`config.mk`:
```
export PLATFORM = sky130hd
export DESIGN_NAME = ftqpf_ram
export DESIGN_NICKNAME = d
export VERILOG_FILES = /design/src/design/ftqpf_ram.sv
export SDC_FILE = /design/constraint.sdc
export NUM_CORES = 1
export LEC_CHECK = 0
export BUFFER_PORTS_ARGS = -buffer_cell sky130_fd_sc_hd__clkbuf_2
export CORE_UTILIZATION = 45
export CTS_BUF_LIST = sky130_fd_sc_hd__clkbuf_16
export DETAILED_ROUTE_END_ITERATION = 8
export PLACE_DENSITY = 0.79
export SETUP_SLACK_MARGIN = 0.15
export SYNTH_ARGS = -nofsm -noshare
export SYNTH_HDL_FRONTEND = slang
export SYNTH_SLANG_ARGS = --single-unit
```
`constraint.sdc`:
```
create_clock -name i_clk -period 1.15 [get_ports i_clk]
set_clock_uncertainty 0.2 [all_clocks]
set_input_delay 0.23 -clock i_clk [delete_from_list [all_inputs] [get_ports i_clk]]
set_output_delay 0.23 -clock i_clk [all_outputs]
set_load 0.05 [all_outputs]
```
`src/design/ftqpf_ram.sv`:
```
// generic single-port-write, single-port-read ram with registered read
// no dependencies
module ftqpf_ram #(
    parameter int WIDTH = 8,
    parameter int DEPTH = 2
) (
    input  logic                     i_clk,
    input  logic                     i_we,
    input  logic [$clog2(DEPTH)-1:0] i_waddr,
    input  logic [WIDTH-1:0]         i_wdata,
    input  logic                     i_re,
    input  logic [$clog2(DEPTH)-1:0] i_raddr,
    output logic [WIDTH-1:0]         o_rdata
);

    logic [WIDTH-1:0] r_mem [DEPTH];
    logic [WIDTH-1:0] r_rdata;

    // write port
    always_ff @(posedge i_clk) begin
        if (i_we) begin
            r_mem[i_waddr] <= i_wdata;
        end
    end

    // registered read, holds when not enabled
    always_ff @(posedge i_clk) begin
        if (i_re) begin
            r_rdata <= r_mem[i_raddr];
        end
    end

    assign o_rdata = r_rdata;

endmodule
```
==> reports/results.tsv, run 1 <==
metric	value	unit
initial antenna violation count	0	
Fin. Hold Viols	16	
register area	721	um2
clock sink total	24	
gate count of the mapped netlist	35	
CP bufs+invs	1	
placed cell areas	993	um2
chip width	45.8	um
DRT Wirelength	1070	um
Area Growth Syn to Fin	32.1	%
Slew @ Worst Pin	280	ps
Layout Nets	72	
Yosys top cell by area	edfxtp_1	
Avg Inst Size Synth	24.7	um2
# Max-Cap Violations	0	
top-area cell type share of the netlist area	0.834	
EDFF count, synth	24	
Remaining DRCs	0	
1st-iter DRT viols	7	
Max Root-Sink Buffers	2	
hold path cells	1	
Post-synth top cells	edfxtp_1 (24), mux2_4 (8), and2_1 (1), buf_6 (1), nor2b_1 (1)	
kind of cell adding the most delay to the critical path	flip-flops	
area taken by multi-input logic gates	141	um2
worst-skew pair later-pin latency	250	ps
Async S/R FF share, synth	0	
Starting Density	0.490	
CP required	720	ps
fin crit period	1250	ps
DR vias	392	
Slew Limit Headroom	0.814	
IO Count	21	
Post-CTS Setup Inserts	0	
kind of critical path	reg -> out	
Diodes inserted	0	
pin count of the biggest net entering global routing	14	
Distinct cells, synth	5	
maximum vdd drop	1.21	mV
worst-path fanout max	1	
RSZ-0062 raised after global routing	yes	
Final period util	1.09	
failing checks	hold timing, setup timing	
Mapped Nets	48	
crit-path cells	clkbuf_8	
Final Util	0.648	
final antenna-violating net count	0	
status	finished, violations left	
CTS root buf	clkbuf_16	
TritonCTS clock tree	yes	
total gr overflow	0	
Die ar.	2100	um2
Crit-path slowest cell	edfxtp_1	
setup slack, reg-to-reg	50	ps
FF+latch count, synth	24	
port bufs	20	
layout cell share with drive strength beyond 1	0.569	
CP Launch Type	flip-flop	
dominant cells by area after synthesis	edfxtp_1 (83%), mux2_4 (14%), buf_6 (1.3%)	
cell area power density	1740	nW/um2
hpwl dp	711	um
num rows	15	
stages on the worst setup path	1	
r2r worst-path depth	1	
Worst-path clk slew	60	ps
DR vias/cell	4.72	
top-count cell post-synth	edfxtp_1	
max-slew violations	0	
setup violators final	8	
ys flop type	edfxtp_1	
CTS H-tree lvls	1	
total clock buffers created by CTS	3	
Critical Path AT	820	ps
TritonRoute pass-1 iters	4	
PnR Total Power	1.99	mW
die boundary height	45.8	um
vias in the first global route	363	
post-synthesis sequential area ratio	0.834	
GP Congestion	0.630	
crit-path max cell delay	380	ps
Lkg Pwr	0.451	nW
GRT Total Usage	0.109	
Hold Crit Class	in -> reg	
first-pass GRT wire length	1470	um
Post-Route Hold Slack	-30.1	ps
Syn. warnings	0	
FMAX	799	MHz
cell area after layout	1140	um2
Cell Area, Synth	865	um2
Fillers	137	
CORE AREA	1760	um2
Sum Neg Setup Slack	-724	ps
endpoint class of the critical path	output pin	
Routed wire per std cell	12.9	um
worst setup margin	-101	ps
[final timing paths]
check                    from           to
setup / recovery   o_rdata[2]   o_rdata[2]
hold / removal     i_wdata[0]  r_mem[0][0]
setup reg to reg  r_mem[1][6]   o_rdata[6]
hold reg to reg   r_mem[0][1]   o_rdata[1]
[layout by cell type (no fill, tap or decap)]
cell,instances
edfxtp_1,24
clkbuf_2,12
mux2_4,8
clkbuf_8,8
clkbuf_16,3
nor2b_4,1
and2_2,1
clkinv_1,1
[power by group]
part / internal [mW] / switching, mW / total [mW]
Combinational: 0.0994 / 0.117 / 0.217
Sequential: 1.03 / 0.0192 / 1.05
Clock: 0.463 / 0.253 / 0.715
[metrics by stage]
stage,cells,worst slack [ps]
after floorplan,35,61.1
after global placement,79,-106
after detailed placement,79,-137
after CTS,83,-87.4
after global routing,83,-118
final,83,-101
[layout make-up]
class	count	share of cell area
Sequential cell	24	0.631
Timing Repair Buffer	20	0.149
Multi-Input combinational cell	10	0.124
Clock buffer	3	0.0657
Tap cell	25	0.0274
Clock inverter	1	0.00329
[metal layers]
layer / track usage / up-vias / wire length [um] / part of all wire
met5: 0 / - / 0 / 0
met4: 0.0706 / 0 / 5 / 0.0047
met3: 0.0397 / 2 / 57 / 0.053
met2: 0.197 / 16 / 597 / 0.56
met1: 0.101 / 189 / 412 / 0.38
li1: - / 185 / - / -
[cells by family (layout without fill, tap and decap cells)]
kind of cell / after synthesis / in the layout / share of synthesized area
mux: 8 / 8 / 0.139
flops: 24 / 24 / 0.834
buf+inv: 1 / 24 / 0.0130
simple gates: 2 / 2 / 0.0145
[registers in the layout, summed over array words and instances, names as in the netlist]
| name | cells |
|---|---|
| o_rdata | 8 |
| r_mem | 16 |
[timing repair]
action	in CTS	in global routing
resized for setup	16	0
hold endpoints to repair	16	16
setup endpoints to repair	16	16
Power figures use the tool's default switching activity.
==> inputs of run 2 (changes only) <==
- BUFFER_PORTS_ARGS: -buffer_cell sky130_fd_sc_hd__clkbuf_2 -> -buffer_cell sky130_fd_sc_hd__buf_2
==> run 2 against run 1 <==
Compared with the run above: the run still ends with hold timing, setup timing left; flip-flop and latch count stayed put; register-to-register slack hardly changed; sequential share of layout area is 1.1 points higher; clock power is 3.2% higher; highest routed layer unchanged.
==> reports/results.tsv, run 2 (synthesis results as in run 1) <==
metric	value	unit	change
status	finished, violations left		
failing checks	hold timing, setup timing		
Hold Crit Class	in -> reg		
DR vias	388		-1.0%
initial antenna violation count	0		unchanged
# Max-Cap Violations	0		unchanged
setup violators final	8		unchanged
total clock buffers created by CTS	3		unchanged
vias in the first global route	363		unchanged
register area	721	um2	unchanged
CP bufs+invs	1		unchanged
GP Congestion	0.608		-3.4%
kind of critical path	reg -> out		
Final Util	0.636		-0.0113
die boundary height	45.8	um	unchanged
stages on the worst setup path	1		unchanged
Fin. Hold Viols	16		unchanged
Worst-path clk slew	60	ps	about the same
TritonCTS clock tree	yes		
Layout Nets	72		unchanged
placed cell areas	993	um2	unchanged
beginning of the critical path	o_rdata[6]		
port bufs	20		unchanged
final antenna-violating net count	0		unchanged
max-slew violations	0		unchanged
DRT Wirelength	1100	um	+2.7%
Slew @ Worst Pin	250	ps	-29.3 ps
Crit-path slowest cell	edfxtp_1		
TritonRoute pass-1 iters	2		-2
setup slack at placement	-114	ps	+23.5 ps
worst-path fanout max	1		unchanged
FMAX	808	MHz	+1.1%
total gr overflow	0		unchanged
Final period util	1.08		-0.0122
1st-iter DRT viols	1		-6
kind of cell adding the most delay to the critical path	flip-flops		
crit-path max cell delay	390	ps	about the same
clock sink total	24		unchanged
fin crit period	1240	ps	-14.0 ps
num rows	15		unchanged
RSZ-0062 raised after global routing	yes		
commonest non-fill, non-tap cell in the layout	edfxtp_1		
CTS root buf	clkbuf_16		
Max Root-Sink Buffers	2		unchanged
Layout Cells excl Fill	83		unchanged
Die ar.	2100	um2	unchanged
Setup crit end	o_rdata[6]		
first-pass GRT wire length	1550	um	+5.7%
commonest non-fill, non-tap cells in the layout	edfxtp_1 (24), buf_2 (12), mux2_4 (8), buf_6 (8), clkbuf_16 (3)		
placed instance count	79		unchanged
PnR Total Power	2.00	mW	+0.90%
worst-skew pair later-pin latency	250	ps	about the same
crit-path cells	buf_6		
max reg flops	16		unchanged
CP required	720	ps	about the same
Post-CTS Setup Inserts	0		unchanged
worst setup margin	-87.2	ps	+14.0 ps
Lkg Pwr	0.439	nW	-2.6%
cell area power density	1790	nW/um2	+2.7%
Remaining DRCs	0		unchanged
area taken by multi-input logic gates	141	um2	unchanged
Routed wire per std cell	13.3	um	+2.7%
DR vias/cell	4.67		-1.0%
GRT Total Usage	0.121		+0.0116
r2r worst-path depth	1		unchanged
endpoint class of the critical path	output pin		
reg-to-reg endpoint	o_rdata[6]		
maximum vdd drop	0.871	mV	-28%
cell area after layout	1120	um2	-1.8%
Reg-to-Reg Start	r_mem[0][6]		
Area Growth Syn to Fin	29.8	%	
CORE AREA	1760	um2	unchanged
pin count of the biggest net entering global routing	14		unchanged
Slew Limit Headroom	0.833		+0.0195
Diodes inserted	0		unchanged
largest register by flop count	r_mem		
Critical Path AT	810	ps	about the same
chip width	45.8	um	unchanged
Fillers	128		-6.6%
CTS H-tree lvls	1		unchanged
CP Launch Type	flip-flop		
Starting Density	0.490		unchanged
setup slack, reg-to-reg	50	ps	about the same
Post-Route Hold Slack	-39.1	ps	-9.03 ps
IO Count	21		unchanged
Sum Neg Setup Slack	-619	ps	+106 ps
layout cell share with drive strength beyond 1	0.569		unchanged
-- run 2: changes by cell type in the layout (fill, tap and decap cells not counted), sizes merged --
cell | before | now
clkbuf | 23 | 3
buf | 0 | 20
-- run 2: worst min-delay path by stage --
stage / from / to / depth (start not counted)
after floorplan: i_wdata[0] / r_mem[0][0] / 0
after global placement: i_wdata[4] / r_mem[1][4] / 1
after detailed placement: i_wdata[4] / r_mem[0][4] / 1
after CTS: i_wdata[4] / r_mem[0][4] / 1
after global routing: i_wdata[0] / r_mem[1][0] / 1
final: i_wdata[4] / r_mem[0][4] / 1
-- run 2: final cells by class --
cell class,instances,share of cell area
clock buffers,3,0.0669
clock inverters,1,0.00334
multi-input cells,10,0.126
flip-flops and latches,24,0.642
well taps,25,0.0279
repair buffers,20,0.134
-- run 2: layer usage --
metal | part of all wire | track usage | vias to the layer above
li1 | - | - | 184
met1 | 0.39 | 0.111 | 178
met2 | 0.52 | 0.211 | 21
met3 | 0.047 | 0.0357 | 5
met4 | 0.032 | 0.106 | 0
met5 | 0 | 0 | -
-- run 2: where the power goes --
part	switching (mW)	internal, mW	total [mW]
clock network	0.274	0.464	0.738
logic	0.118	0.0935	0.211
registers	0.0201	1.03	1.05
total	0.412	1.59	2.00
-- run 2: timing repair --
item / CTS / global route
setup endpoints to repair: 16 / 16
gates resized for setup: 16 / 0
gates cloned: 0 / 0
hold endpoints to repair: 16 / 16
==> inputs of run 3 (changes only) <==
- RECOVER_POWER: unset -> 100
==> run 3 against run 2 <==
Compared with the run above: the flow still finishes with violations (hold timing, setup timing); setup slack about the same; via count did not move; highest routed layer unchanged; critical path type unchanged; non-clock buffer count is the same; clock power hardly changed.
==> reports/results.tsv, run 3 (synthesis results as in run 1) <==
metric	value	unit	change
chip width	45.8	um	unchanged
Hold Crit Class	in -> reg		
kind of critical path	reg -> out		
Crit-path slowest cell	edfxtp_1		
Final Util	0.614		-0.0220
CP bufs+invs	1		unchanged
DR vias/cell	4.67		unchanged
area taken by multi-input logic gates	109	um2	-23%
setup slack at placement	-114	ps	unchanged
clock sink total	24		unchanged
largest register by flop count	r_mem		
crit-path cells	buf_6		
Layout Nets	72		unchanged
total gr overflow	0		unchanged
RSZ-0062 raised after global routing	yes		
first-pass GRT wire length	1550	um	unchanged
Max Root-Sink Buffers	2		unchanged
GRT Total Usage	0.121		unchanged
Routed wire per std cell	13.6	um	+2.5%
final antenna-violating net count	0		unchanged
vias in the first global route	363		unchanged
Reg-to-Reg Start	r_mem[1][0]		
TritonRoute pass-1 iters	3		+1
Remaining DRCs	0		unchanged
initial antenna violation count	0		unchanged
status	finished, violations left		
setup violators final	8		unchanged
Starting Density	0.490		unchanged
Lkg Pwr	0.391	nW	-11%
num rows	15		unchanged
kind of cell adding the most delay to the critical path	flip-flops		
Post-CTS Setup Inserts	0		unchanged
Slew @ Worst Pin	401	ps	+151 ps
max reg flops	16		unchanged
port bufs	20		unchanged
TritonCTS clock tree	yes		
fin crit period	1240	ps	+0.208 ps
Critical Path AT	810	ps	about the same
Slew Limit Headroom	0.731		-0.102
Sum Neg Setup Slack	-614	ps	+4.85 ps
# Max-Cap Violations	0		unchanged
Area Growth Syn to Fin	25.3	%	
IO Count	21		unchanged
setup slack, reg-to-reg	20	ps	-30 ps
commonest non-fill, non-tap cells in the layout	edfxtp_1 (24), buf_6 (8), mux2_1 (7), buf_2 (7), clkbuf_1 (5)		
Fillers	140		+9.4%
worst-path fanout max	1		unchanged
commonest non-fill, non-tap cell in the layout	edfxtp_1		
crit-path max cell delay	390	ps	about the same
CP required	720	ps	about the same
failing checks	hold timing, setup timing		
Fin. Hold Viols	12		-4
Diodes inserted	0		unchanged
Post-Route Hold Slack	-38.2	ps	+0.897 ps
max-slew violations	0		unchanged
cell area power density	1820	nW/um2	+2.2%
Worst-path clk slew	60	ps	about the same
CTS root buf	clkbuf_16		
pin count of the biggest net entering global routing	14		unchanged
FMAX	808	MHz	about the same
Die ar.	2100	um2	unchanged
CORE AREA	1760	um2	unchanged
cell area after layout	1080	um2	-3.5%
maximum vdd drop	0.856	mV	-1.6%
Worst Min Path Start	i_wdata[0]		
worst-skew pair later-pin latency	250	ps	about the same
placed cell areas	993	um2	unchanged
beginning of the critical path	o_rdata[6]		
endpoint class of the critical path	output pin		
DR vias	388		unchanged
DRT Wirelength	1130	um	+2.5%
1st-iter DRT viols	2		+1
worst setup margin	-87.4	ps	-0.208 ps
CP Launch Type	flip-flop		
total clock buffers created by CTS	3		unchanged
GP Congestion	0.608		unchanged
layout cell share with drive strength beyond 1	0.345		-0.224
register area	721	um2	unchanged
Final period util	1.08		about the same
die boundary height	45.8	um	unchanged
CTS H-tree lvls	1		unchanged
## run 3: repair_timing
item	CTS	global route
endpoints found under the setup margin	16	16
resized for setup	16	0
hold endpoints to repair	16	16
## run 3: final timing paths
kind                            cells after the start     endpoint
worst min register to register                      1   o_rdata[3]
worst max-delay path                                1   o_rdata[6]
worst max register to register                      1   o_rdata[0]
worst min-delay path                                1  r_mem[1][0]
## run 3: cell type report
class / instances / area share
clock buffers: 3 / 0.0693
clock inverters: 1 / 0.00346
well taps: 25 / 0.0289
multi-input cells: 10 / 0.100
repair buffers: 20 / 0.133
flip-flops and latches: 24 / 0.665
## run 3: per-stage QoR
| stage | total power [mW] | cells |
|---|---|---|
| 2_1_floorplan | 1.20 | 35 |
| 3_3_place_gp | 1.25 | 79 |
| 3_5_place_dp | 1.26 | 79 |
| 4_1_cts | 2.01 | 83 |
| 5_1_grt | 2.03 | 83 |
| 6_report | 1.98 | 83 |
## run 3: power by group
group / internal (mW) / leakage, nW / total (mW) / switching, mW
clock: 0.464 / 0.0385 / 0.736 / 0.272
sequential: 1.03 / 0.228 / 1.05 / 0.0188
combinational: 0.0706 / 0.124 / 0.187 / 0.116
total: 1.57 / 0.391 / 1.98 / 0.408
## run 3: layer usage
metal	vias to the layer above	wire (um)	global-route usage
met5	-	0	0
met4	0	38	0.106
met3	5	62	0.0357
met2	23	565	0.211
met1	177	462	0.111
li1	183	-	-
